--- src/rtl/gpshd_pkg.sv ---
package gpshd_pkg;

	localparam int CORDIC_STEPS_DEF = 16;

	// datapath word widths
	localparam int CW = 36;
	localparam int ZW = 34;
	localparam int PW = 2 * CW;

	localparam logic signed [CW-1:0] CORDIC_GAIN = 36'sd652032874;
	localparam logic signed [CW-1:0] DEG7_TO_BAM = 36'sd1281023894;
	localparam logic signed [CW-1:0] HEAD_SCALE  = 36'sd36000;

	localparam int CFG_IW = 8;
	localparam int CFG_DW = 32;
	localparam logic [CFG_IW-1:0] REG_MIN_SPEED = 8'd0;
	localparam logic [CFG_IW-1:0] REG_MIN_MOVE  = 8'd1;

	localparam logic [16:0] MIN_SPEED_RST = 17'd200;
	localparam logic [19:0] MIN_MOVE_RST  = 20'd50;

	typedef enum logic [3:0] {
		MS_LAT1, MS_LON1, MS_LAT2, MS_LON2, MS_Y, MS_T, MS_P, MS_Q, MS_H
	} mul_sel_t;

	typedef enum logic [1:0] {RS_LAT1, RS_LAT2, RS_DLON} rot_sel_t;

	typedef struct packed {
		logic     load;
		logic     mul_go;
		mul_sel_t mul_sel;
		logic     dlon;
		logic     rot_init;
		rot_sel_t rot_sel;
		logic     rot_wr;
		logic     vec_init;
		logic     step;
		logic     out_wr;
		logic     out_rel;
	} dp_cmd_t;

	typedef struct packed {
		logic go;
		logic cordic_last;
		logic out_full;
	} dp_stat_t;

	function automatic logic [31:0] atan_lut(input logic [4:0] i);
		logic [31:0] r;
		case (i)
			5'd0:  r = 32'h20000000;
			5'd1:  r = 32'h12E4051E;
			5'd2:  r = 32'h09FB385B;
			5'd3:  r = 32'h051111D4;
			5'd4:  r = 32'h028B0D43;
			5'd5:  r = 32'h0145D7E1;
			5'd6:  r = 32'h00A2F61E;
			5'd7:  r = 32'h00517C55;
			5'd8:  r = 32'h0028BE53;
			5'd9:  r = 32'h00145F2F;
			5'd10: r = 32'h000A2F98;
			5'd11: r = 32'h000517CC;
			5'd12: r = 32'h00028BE6;
			5'd13: r = 32'h000145F3;
			5'd14: r = 32'h0000A2FA;
			5'd15: r = 32'h0000517D;
			5'd16: r = 32'h000028BE;
			5'd17: r = 32'h0000145F;
			5'd18: r = 32'h00000A30;
			5'd19: r = 32'h00000518;
			5'd20: r = 32'h0000028C;
			5'd21: r = 32'h00000146;
			5'd22: r = 32'h000000A3;
			5'd23: r = 32'h00000051;
			5'd24: r = 32'h00000029;
			5'd25: r = 32'h00000014;
			5'd26: r = 32'h0000000A;
			5'd27: r = 32'h00000005;
			5'd28: r = 32'h00000003;
			5'd29: r = 32'h00000001;
			5'd30: r = 32'h00000001;
			default: r = 32'h00000000;
		endcase
		return r;
	endfunction

endpackage

--- src/rtl/gpshd_ctrl.sv ---
module gpshd_ctrl (
	input  logic                clk,
	input  logic                arst_n,
	input  logic                in_valid,
	output logic                in_ready,
	output gpshd_pkg::dp_cmd_t  cmd,
	input  gpshd_pkg::dp_stat_t stat
);
	import gpshd_pkg::*;

	typedef enum logic [3:0] {
		S_IDLE, S_CHECK, S_BAM, S_BWAIT, S_DLON, S_RINIT, S_RRUN, S_RWB,
		S_PROD, S_QMUL, S_QWAIT, S_VINIT, S_VRUN, S_HMUL, S_HWAIT, S_FIN
	} state_t;

	state_t     state_q;
	logic [1:0] k_q;
	rot_sel_t   rsel_q;
	logic       rel_q;

	assign in_ready = (state_q == S_IDLE);

	always_comb begin
		cmd         = '0;
		cmd.mul_sel = MS_LAT1;
		cmd.rot_sel = rsel_q;
		cmd.out_rel = rel_q;
		unique case (state_q)
			S_IDLE:  cmd.load = in_valid;
			S_BAM: begin
				cmd.mul_go = 1'b1;
				unique case (k_q)
					2'd0: cmd.mul_sel = MS_LAT1;
					2'd1: cmd.mul_sel = MS_LON1;
					2'd2: cmd.mul_sel = MS_LAT2;
					default: cmd.mul_sel = MS_LON2;
				endcase
			end
			S_DLON:  cmd.dlon = 1'b1;
			S_RINIT: cmd.rot_init = 1'b1;
			S_RRUN:  cmd.step = 1'b1;
			S_RWB:   cmd.rot_wr = 1'b1;
			S_PROD: begin
				cmd.mul_go = 1'b1;
				unique case (k_q)
					2'd0: cmd.mul_sel = MS_Y;
					2'd1: cmd.mul_sel = MS_T;
					default: cmd.mul_sel = MS_P;
				endcase
			end
			S_QMUL: begin
				cmd.mul_go  = 1'b1;
				cmd.mul_sel = MS_Q;
			end
			S_VINIT: cmd.vec_init = 1'b1;
			S_VRUN:  cmd.step = 1'b1;
			S_HMUL: begin
				cmd.mul_go  = 1'b1;
				cmd.mul_sel = MS_H;
			end
			S_FIN:   cmd.out_wr = !stat.out_full;
			default: ;
		endcase
	end

	always_ff @(posedge clk or negedge arst_n) begin
		if (!arst_n) begin
			state_q <= S_IDLE;
			k_q     <= '0;
			rsel_q  <= RS_LAT1;
			rel_q   <= 1'b0;
		end else begin
			unique case (state_q)
				S_IDLE: if (in_valid) state_q <= S_CHECK;
				S_CHECK: begin
					rel_q <= stat.go;
					k_q   <= '0;
					state_q <= stat.go ? S_BAM : S_FIN;
				end
				S_BAM: begin
					k_q <= k_q + 1'b1;
					if (k_q == 2'd3) state_q <= S_BWAIT;
				end
				S_BWAIT: state_q <= S_DLON;
				S_DLON: begin
					rsel_q  <= RS_LAT1;
					state_q <= S_RINIT;
				end
				S_RINIT: state_q <= S_RRUN;
				S_RRUN: if (stat.cordic_last) state_q <= S_RWB;
				S_RWB: begin
					unique case (rsel_q)
						RS_LAT1: begin
							rsel_q  <= RS_LAT2;
							state_q <= S_RINIT;
						end
						RS_LAT2: begin
							rsel_q  <= RS_DLON;
							state_q <= S_RINIT;
						end
						default: begin
							k_q     <= '0;
							state_q <= S_PROD;
						end
					endcase
				end
				S_PROD: begin
					k_q <= k_q + 1'b1;
					if (k_q == 2'd2) state_q <= S_QMUL;
				end
				S_QMUL:  state_q <= S_QWAIT;
				S_QWAIT: state_q <= S_VINIT;
				S_VINIT: state_q <= S_VRUN;
				S_VRUN: if (stat.cordic_last) state_q <= S_HMUL;
				S_HMUL:  state_q <= S_HWAIT;
				S_HWAIT: state_q <= S_FIN;
				S_FIN: if (!stat.out_full) state_q <= S_IDLE;
				default: state_q <= S_IDLE;
			endcase
		end
	end

endmodule

--- config.mk ---
export PLATFORM = sky130hd
export DESIGN_NAME = gpshd_ctrl
export DESIGN_NICKNAME = d
export VERILOG_FILES = /design/src/rtl/gpshd_pkg.sv /design/src/rtl/gpshd_ctrl.sv
export SDC_FILE = /design/constraint.sdc
export NUM_CORES = 1
export LEC_CHECK = 0
export ABC_AREA = 0
export BUFFER_PORTS_ARGS = -buffer_cell sky130_fd_sc_hd__buf_4
export CAP_MARGIN = 10
export CORE_MARGIN = 2
export CORE_UTILIZATION = 42
export CTS_CLUSTER_SIZE = 12
export DETAILED_ROUTE_END_ITERATION = 12
export MAX_ROUTING_LAYER = met4
export PLACE_DENSITY = 0.66
export SETUP_SLACK_MARGIN = 0.1
export SLEW_MARGIN = 5
export SYNTH_ARGS = -nofsm -noshare
export SYNTH_HDL_FRONTEND = slang
export SYNTH_SLANG_ARGS = --single-unit
--- constraint.sdc ---
create_clock -name clk -period 1.6 [get_ports clk]
set_input_delay 0.08 -clock clk [delete_from_list [all_inputs] [get_ports clk]]
set_output_delay 0.08 -clock clk [all_outputs]
set_load 0.005 [all_outputs]
**After elaboration in Yosys (flattened, before gate mapping)**

Cells that the tools add are included.

- Add/sub/neg operators: 1
- Eq/ne operators: 27
- Multiplexer cells: 23
- Reduce and logical (&&, ||, !) cells: 12

Operators with widths:

| kind | number |
|---|---|
| $pmux 4 s16 | 1 |
| $eq 4x4->1 const B | 8 |
| $mux 4 | 8 |
| $pmux 5 s4 | 1 |
| $eq 4x3->1 const B | 4 |
| $ne 2x2->1 const B | 7 |
| $pmux 2 s2 | 3 |
| $pmux 2 s3 | 2 |
| $eq 4x2->1 const B | 2 |
| $mux 1 | 7 |
| $reduce_and 6->1 | 1 |
| $reduce_or 2->1 | 3 |
| $eq 2x1->1 const B | 2 |
| $eq 2x2->1 const B | 2 |
| $eq 4x1->1 const B | 1 |
| $logic_not 2->1 | 2 |
| $logic_not 4->1 | 1 |
| $reduce_and 2->1 | 2 |
| $ne 3x3->1 const B | 1 |
| $reduce_bool 3->1 | 1 |
| $add 2x1->2 const B | 1 |
| $mux 2 | 1 |
| $reduce_bool 2->1 | 1 |
| $logic_not 1->1 | 1 |

- Flip-flop bits (word level): 9
- Input bits: 6
- Word-level logic and storage cells: 67

**Logic depth before layout (Yosys ltp)**

Gate-level depths: netlist of the first run.

- Word-level depth: 4
- Depth in mapped cells: 6
- Gate-level depth less buffers: 6

**Worst setup path after synthesis of the first run**

No wires, ideal clock.

- Path type: register to register
- From: reg k_q[0]
- To: reg state_q[3]
- Library setup time: 0.134 ns
- Arrival: 1.224 ns
- Required time: 1.466 ns
- Slack: 0.242 ns
- Stages on the path, launching flop included: 7
- Path buffers: 0
- Cells stage by stage: dfrtp_1 -> inv_1 -> ha_1 -> nor3b_1 -> o21ai_0 -> nor3b_2 -> mux2i_1

- Word-level cells in the longest chain between the ends: 3

Ends and longest elaborated chain:

| what | line | source |
|---|---|---|
| start: declaration | gpshd_ctrl.sv:17 | `logic [1:0] k_q;` |
| start signal: assignment | gpshd_ctrl.sv:81 | `k_q <= k_q + 1'b1;` |
| start signal: assignment | gpshd_ctrl.sv:108 | `k_q <= k_q + 1'b1;` |
| $eq 2x2->1 (on tied branches) | gpshd_ctrl.sv:109, gpshd_ctrl.sv:82 |  |
| $ne 2x2->1 (no source line) | - |  |
| $reduce_and 6->1 (no source line) * | - |  |
| end signal: assignment | gpshd_ctrl.sv:78 | `state_q <= stat.go ? S_BAM : S_FIN;` |
| end: declaration | gpshd_ctrl.sv:16 | `state_t state_q;` |

Mark *: on every way between the ends. The rest lies on a longest branch, timed or not.
A chain may end at the register's enable or synchronous reset.

==> metrics.log, run 1 <==
[metrics] total global routing track utilization: 0.237
[metrics] ratio of total power to cell area: about 2200 mW/mm2
[metrics] Max Clock Skew: 0.000280 ns
[metrics] count of vias placed by the detailed router: about 1000
[metrics] P&R area growth vs syn: 59.5%
[metrics] initial core utilization: 0.444
[metrics] number of enable flip-flop cells after synthesis: 0
[metrics] multi-input combinational cell area: approximately 640 um2
[metrics] cell count after synthesis: 110
[metrics] clock slew at reported path FFs: ~0.060 ns
[metrics] most common library cell in the layout ignoring fill and taps: buf_4
[metrics] FF+latch count, synth: 9
[metrics] root buffer selected by CTS: clkbuf_4
[metrics] Final ANT Viol Nets: 0
[metrics] Achievable Freq: 646 MHz
[metrics] cell with the biggest individual delay on the critical path: dfrtp_2
[metrics] number of iterations in the first detailed-routing pass: 4
[metrics] number of antenna violations at the first check in global routing: 0
[metrics] share of post-route cells with drive strength above 1: 0.519
[metrics] number of slew-limit violations in the final report: 0
[metrics] highest-count cells in the layout ignoring fill and taps: buf_4, nand2_1, o21ai_0, a21oi_1
[metrics] synth unique cells: 38
[metrics] nets in the synthesized netlist: 120
[metrics] diode count: 0
[metrics] Sinks on Clock Net: 9
[metrics] TritonCTS clock tree: done
[metrics] routability-driven placement congestion ratio: about 0.89
[metrics] series of cell instances along the critical path: buf_6 -> nor3_4 -> o21ai_1 -> a21oi_1 -> buf_4
[metrics] max capacitance violation total: 0
[metrics] area of the die: approximately 0.0025 mm2
[metrics] share of the synthesized netlist area taken by xor and xnor gates: 0.0101
[metrics] Worst EP arrival: 1.47 ns
[metrics] insertion delay of the later-clocked pin in the worst-skew pair: 0.27 ns
[metrics] grt ovf: 0
[metrics] initial drt markers: 21
[metrics] nets@finish: ~170
[metrics] Die Width: around 50 um
[metrics] Crit path max-delay family: flip-flops
[metrics] Final HPWL DP: between 1500 and 2000 um
[metrics] prevailing post-synth register cell: dfrtp_1
[metrics] cell row count: 16
[metrics] Filler cells: 174
[metrics] total buffers and inverters traversed by the critical path: 2
[metrics] wire length of the first global-routing pass: ~4300 um
[metrics] vias in the first global route: between 900 and 1000
[metrics] relative slew slack: 0.828
[metrics] classification of the worst setup path: reg2out
[metrics] Post-Layout Inst Area: 0.00139 mm2
[metrics] number of H-tree levels: 1
[metrics] number of buffers added by the clock tree synthesis step: 3
[metrics] outcome: finished, final reports clean
[metrics] count of endpoints failing setup in the final report: 0
[metrics] largest family of logic cells by synthesized area: simple AND/OR/NAND/NOR gates
[metrics] data required time at the worst endpoint: approximately 1.5 ns
[metrics] worst hold-check slack: 0.0820 ns
[metrics] die span in y: 49.5 um
[metrics] Critical Path Source Type: register
[metrics] Leak Pwr: between 0.6 and 0.7 nW
[metrics] mux cell area share after synthesis: 0.0244
[metrics] post-route clock period utilization: 0.968
[metrics] sequential cell area in the final layout: 229 um2
[metrics] port bufs: 21
[metrics] delay of the slowest cell on the worst path: 0.47 ns
[metrics] setup repair after global routing missed its margin: true
[metrics] core area: around 0.002 mm2
[metrics] sequential cell area fraction in the yosys report: 0.259
[metrics] Final Routed Wirelength: roughly 2700 um
[metrics] average detailed-routed wire length per instance: around 14 um
[metrics] top area cells in the synthesized netlist: dfrtp_1, o21ai_0, clkbuf_8
[metrics] Residual DRC: 0
[metrics] share of synthesized cell area in full adder, half adder and majority cells: 0.0575
[metrics] transition at the pin with the smallest max-transition slack: approximately 0.26 ns
[metrics] largest net degree at the start of global routing: 13
[metrics] final core utilization: 0.708
[metrics] worst voltage drop across the vdd grid: between 0.001 and 0.0015 V
[metrics] Cell Area, Placed: 0.00110 mm2
[metrics] top-level port count: 22
[metrics] Yosys warning total: 0
[metrics] final critical path time including I/O delays and setup: 1.55 ns
[metrics] Yosys top cell by area: dfrtp_1
[metrics] Final Hold Viols: 0
[metrics] Critical Path End Type: output pin
[metrics] fraction of post-synthesis cell area in the top cell type by area: 0.259
[metrics] critical-path maximum fanout: 7
[metrics] post-synthesis compound-gate area fraction: 0.259
[metrics] Mean Syn Cell Area: 7.92 um2
[metrics] buffers from clock root to sink, at most: 2
[metrics] async set-or-reset flop fraction in the synthesized netlist: 1.00
[metrics] class of the most critical hold timing path: in2reg
[metrics] simple-gate area share of the yosys netlist: 0.261
[metrics] mapped cell area: ~870 um2
[metrics] slack of the worst reg-to-reg path: about 0.090 ns
[metrics] Via-to-Cell Ratio: around 5.4
==> per-stage QoR <==
| step | cells | power, mW | setup WS, ns | TNS [ns] |
|---|---|---|---|---|
| detailed placement | 164 | 2.18 | 0.0387 | 0 |
| CTS | 180 | 2.72 | 0.0689 | 0 |
| global route | 185 | 3.35 | -0.0340 | -0.0639 |
| global placement | 164 | 2.15 | 0.0800 | 0 |
| finish | 185 | 3.11 | 0.0514 | 0 |
| floorplan | 110 | 1.59 | 0.242 | 0 |
==> cells in the mapped netlist, types with 2 or more instances <==
| cell | number |
|---|---|
| a21oi_1 | 10 |
| ha_1 | 4 |
| o21ai_0 | 12 |
| clkbuf_8 | 4 |
| nand2_1 | 10 |
| nand3_1 | 3 |
| inv_1 | 7 |
| nor3_1 | 6 |
| nor2_1 | 9 |
| o21a_1 | 2 |
| o22ai_1 | 2 |
| nand2b_1 | 3 |
| dfrtp_1 | 9 |
| buf_2 | 4 |
| nor3b_1 | 2 |
==> where the power goes <==
group | internal, mW | switching, mW | leakage [nW]
combinational | 1.28 | 1.15 | 0.514
sequential | 0.350 | 0.139 | 0.101
clock | 0.0968 | 0.0903 | 0.0150
==> area by class of cell <==
class / count / share of cell area
Inverter: 7 / 0.0189
Timing Repair Buffer: 54 / 0.311
Tap cell: 27 / 0.0243
Sequential cell: 9 / 0.165
Multi-Input combinational cell: 84 / 0.462
Clock buffer: 4 / 0.0189
==> final timing paths <==
path,cells after the start,endpoint,start
setup / recovery,5,cmd[9],state_q[3]
hold reg to reg,1,rel_q,rel_q
setup reg to reg,5,rel_q,state_q[3]
hold / removal,2,rel_q,stat[2]
max in group asynchronous,2,state_q[0],arst_n
min in group asynchronous,2,state_q[1],arst_n
==> timing repair <==
item	4_1_cts	5_1_grt
hold endpoints to repair	9	0
buffers inserted	11	6
gates resized for setup	11	21
setup endpoints to repair	14	11
hold buffers	1	0
pin swaps	2	9
==> flip-flops by register name, indices dropped and copies added (netlist names) <==
register and cells:
k_q 2, rel_q 1, rsel_q 2, state_q 4
==> kinds of logic after synthesis <==
group           Yosys count
mux                       2
fa+ha+maj                 4
buf+inv                  17
flops                     9
xor+xnor                  1
compound gates           35
simple gates             42
==> worst reg2reg max path, delay by kind of cell, from the launching register on <==
kind | cells | cell delay, ns
muxes | 1 | 0.34
buffers and inverters | 3 | 0.43
DFF | 1 | 0.47
and+or+nand+nor | 1 | 0.15
==> routing by layer <==
metal	part of all wire	vias up	GRT usage
met5	0	-	-
met4	0.013	0	0.0694
met3	0.031	5	0.0364
met2	0.50	25	0.378
met1	0.46	479	0.313
li1	-	489	-
(Power assumes the default switching activity.)
==> run 2: changes to the inputs <==
--- a/config.mk
+++ b/config.mk
@@ -5,15 +5,16 @@
 export SDC_FILE = /design/constraint.sdc
 export NUM_CORES = 1
 export LEC_CHECK = 0
-export ABC_AREA = 0
+export ABC_AREA = 1
 export BUFFER_PORTS_ARGS = -buffer_cell sky130_fd_sc_hd__buf_4
 export CAP_MARGIN = 10
 export CORE_MARGIN = 2
 export CORE_UTILIZATION = 42
+export CTS_BUF_LIST = sky130_fd_sc_hd__clkbuf_4 sky130_fd_sc_hd__clkbuf_8
 export CTS_CLUSTER_SIZE = 12
 export DETAILED_ROUTE_END_ITERATION = 12
 export MAX_ROUTING_LAYER = met4
-export PLACE_DENSITY = 0.66
+export PLACE_DENSITY = 0.67
 export SETUP_SLACK_MARGIN = 0.1
 export SLEW_MARGIN = 5
 export SYNTH_ARGS = -nofsm -noshare
==> constraint.sdc (replaced) <==
create_clock -name clk -period 1.6 [get_ports clk]
set_input_delay 0.08 -clock clk [delete_from_list [all_inputs] [get_ports clk]]
set_output_delay 0.08 -clock clk [all_outputs]
set_load 0.05 [all_outputs]
==> run 2 against run 1 <==
Against the previous run: combinational power is essentially flat; flip-flop and latch count unchanged; final cell count is 1.1% lower; sequential share of layout area rose by 1.3 points; global-route usage fell by 0.35 points; clock-buffer cell count did not move; fmax barely moved; largest power group unchanged; highest routed layer unchanged.
==> metrics.log, run 2 <==
[metrics] outcome: finished, final reports clean
[metrics] Die Width: approximately 47 um
[metrics] grt ovf: 0
[metrics] fraction of power consumed by sequential logic: 0.168
[metrics] FF+latch count, synth: 9
[metrics] Sinks on Clock Net: 9
[metrics] final critical path time including I/O delays and setup: 1.55 ns
[metrics] fraction of post-synthesis cell area in the top cell type by area: 0.291
[metrics] switching fraction of total power: 0.562
[metrics] cell with the biggest individual delay on the critical path: dfrtp_2
[metrics] nets@finish: between 150 and 200
[metrics] die span in y: about 47 um
[metrics] prevailing post-synth register cell: dfrtp_1
[metrics] root buffer selected by CTS: clkbuf_4
[metrics] mapped cell area: approximately 770 um2
[metrics] Critical Path Source Type: register
[metrics] slack of the worst reg-to-reg path: roughly 0.16 ns
[metrics] endpoint of the worst register-to-register path: state_q[2]
[metrics] Final ANT Viol Nets: 0
[metrics] initial drt markers: 27
[metrics] nets in the synthesized netlist: 127
[metrics] insertion delay of the later-clocked pin in the worst-skew pair: ~0.26 ns
[metrics] synth unique cells: 22
[metrics] diode count: 0
[metrics] Residual DRC: 0
[metrics] number of enable flip-flop cells after synthesis: 0
[metrics] count of vias placed by the detailed router: between 900 and 1000
[metrics] startpoint of the worst register-to-register path: state_q[1]
[metrics] Gate power share: 0.770
[metrics] Critical Path End Type: output pin
[metrics] core area: 0.00173 mm2
[metrics] vias in the first global route: 767
[metrics] worst slack at placement: approximately 0.095 ns
[metrics] P&R area growth vs syn: 68.5%
[metrics] number of antenna violations at the first check in global routing: 0
[metrics] top area cells in the synthesized netlist: dfrtp_1, nand2_1, nand3_1
[metrics] fraction of power consumed by the clock network: 0.062
[metrics] setup repair after global routing missed its margin: true
[metrics] total global routing track utilization: 0.234
[metrics] largest net degree at the start of global routing: 10
[metrics] clock slew at reported path FFs: roughly 0.060 ns
[metrics] hold-critical path endpoint: state_q[0]
[metrics] number of slew-limit violations in the final report: 0
[metrics] number of H-tree levels: 1
[metrics] flip-flop count of the largest register after layout: 4
[metrics] initial core utilization: 0.449
[metrics] highest-count cells in the layout ignoring fill and taps: buf_4, nand2_1, nand3_1
[metrics] Achievable Freq: 645 MHz
[metrics] Filler cells: 121
[metrics] Worst EP arrival: about 1.5 ns
[metrics] number of buffers added by the clock tree synthesis step: 3
[metrics] routability-driven placement congestion ratio: 0.913
[metrics] number of iterations in the first detailed-routing pass: 5
[metrics] Yosys top cell by area: dfrtp_1
[metrics] Mean Syn Cell Area: ~6.6 um2
[metrics] largest register by flop count: state_q
[metrics] classification of the worst setup path: reg2out
[metrics] max capacitance violation total: 0
[metrics] relative slew slack: 0.860
[metrics] count of endpoints failing setup in the final report: 0
[metrics] async set-or-reset flop fraction in the synthesized netlist: 1.00
[metrics] ratio of total power to cell area: roughly 2400 mW/mm2
[metrics] worst-case reg-to-reg path depth: 9
[metrics] top flop regs: state_q (4), k_q (2), rsel_q (2)
[metrics] port bufs: 21
[metrics] average detailed-routed wire length per instance: about 13 um
[metrics] Final HPWL DP: 1490 um
[metrics] series of cell instances along the critical path: nor2_4 -> nand2_4 -> buf_4 -> o221ai_2 -> buf_6
[metrics] critical-path maximum fanout: 4
[metrics] data required time at the worst endpoint: between 1.5 and 2 ns
[metrics] worst min-delay path startpoint: stat[0]
[metrics] wire length of the first global-routing pass: 3510 um
[metrics] TritonCTS clock tree: done
[metrics] Final Hold Viols: 0
[metrics] final core utilization: 0.756
[metrics] Leak Pwr: 0.648 nW
[metrics] top-level port count: 22
[metrics] cell count after synthesis: approximately 120
[metrics] cell-internal power: about 1.4 mW
[metrics] class of the most critical hold timing path: in2reg
[metrics] Max Clock Skew: ~0.0017 ns
[metrics] area of the die: 0.00220 mm2
[metrics] buffers from clock root to sink, at most: 2
[metrics] most frequent cells after synthesis: nand2_1, inv_1, nand3_1, dfrtp_1, nor2_1
[metrics] least setup slack across all paths after layout: about 0.051 ns
[metrics] Hold Path Stages: 3
[metrics] delay of the slowest cell on the worst path: approximately 0.47 ns
[metrics] worst voltage drop across the vdd grid: ~0.0015 V
[metrics] library cell with the highest instance count after synthesis: nand2_1
[metrics] share of post-route cells with drive strength above 1: 0.551
[metrics] net switching component of the power: around 1.8 mW
[metrics] Final Routed Wirelength: around 2400 um
[metrics] post-route clock period utilization: 0.968
[metrics] most common library cell in the layout ignoring fill and taps: buf_4
[metrics] transition at the pin with the smallest max-transition slack: approximately 0.21 ns
[metrics] Yosys warning total: 0
[metrics] Via-to-Cell Ratio: approximately 5
[metrics] sequential cell area fraction in the yosys report: 0.291
[metrics] cell row count: 15
[run 2: layer usage]
| layer | global-route usage | vias to the layer above | share of wire |
|---|---|---|---|
| met3 | 0.0385 | 2 | 0.054 |
| met5 | - | - | 0 |
| met4 | 0.0500 | 0 | 0.0029 |
| li1 | - | 457 | - |
| met2 | 0.375 | 48 | 0.49 |
| met1 | 0.309 | 433 | 0.45 |
[run 2: area by class of cell]
| cell class | count | area, um2 | share of cell area |
|---|---|---|---|
| clock buffer | 4 | 30.0 | 0.0230 |
| multi-input combinational | 85 | 583 | 0.447 |
| tap | 25 | 31.3 | 0.0240 |
| sequential | 9 | 231 | 0.177 |
| timing repair buffer | 40 | 344 | 0.264 |
| inverter | 20 | 85.1 | 0.0652 |
[run 2: kinds of logic (layout without fill, tap and decap cells)]
kind of cell / Yosys count / in the layout / share of synthesized area
AOI/OAI and AO/OA: 14 / 14 / 0.110
adders and majority gates: 4 / 4 / 0.0646
buffers and inverters: 23 / 64 / 0.128
DFF: 9 / 9 / 0.291
and+or+nand+nor: 67 / 67 / 0.407
[run 2: worst max-delay path by stage]
stage	startpoint	end	slack, ns	depth (start not counted)
after floorplan	state_q[2]	in_ready	0.08	4
after global placement	state_q[2]	cmd[9]	0.09	6
after detailed placement	state_q[2]	cmd[9]	0.1	6
after CTS	state_q[0]	cmd[9]	0.08	6
after global routing	state_q[2]	cmd[9]	-0.002	6
final	state_q[2]	cmd[10]	0.05	5
[run 2: per-stage QoR]
stage / cells / TNS, ns / hold slack [ns] / power [mW] / cell area [um2]
after floorplan: 117 / 0 / -0.216 / 1.83 / 805
after global placement: 160 / 0 / -0.0916 / 2.19 / 970
after detailed placement: 160 / 0 / -0.0893 / 2.20 / 970
after CTS: 175 / 0 / 0.0664 / 2.71 / 1140
after global routing: 183 / -0.00180 / 0.0832 / 3.36 / 1310
final: 183 / 0 / 0.0590 / 3.15 / 1310
[run 2: what timing repair did]
action                                 4_1_cts  5_1_grt
buffers inserted                            10        8
hold buffers                                 1        0
endpoints found under the hold margin        9        0
pin swaps                                    4       11
gates cloned                                 0        0
setup endpoints to repair                    7       15
resized for setup                           20       26
[run 2: power by group through the flow]
| stage | Sequential (mW) | Combinational [mW] | Clock (mW) |
|---|---|---|---|
| 2_1_floorplan | 0.473 | 1.36 | 0 |
| 3_3_place_gp | 0.507 | 1.68 | 0 |
| 3_5_place_dp | 0.512 | 1.69 | 0 |
| 4_1_cts | 0.501 | 2.01 | 0.194 |
| 5_1_grt | 0.542 | 2.62 | 0.205 |
| 6_report | 0.529 | 2.43 | 0.195 |
[run 2: critical path: cells and delay by family (launching register included)]
kind,cells,cell delay (ns)
AND/OR/NAND/NOR,2,0.27
buffers and inverters,2,0.33
AO/OA/AOI/OAI,1,0.13
flip-flops,1,0.47
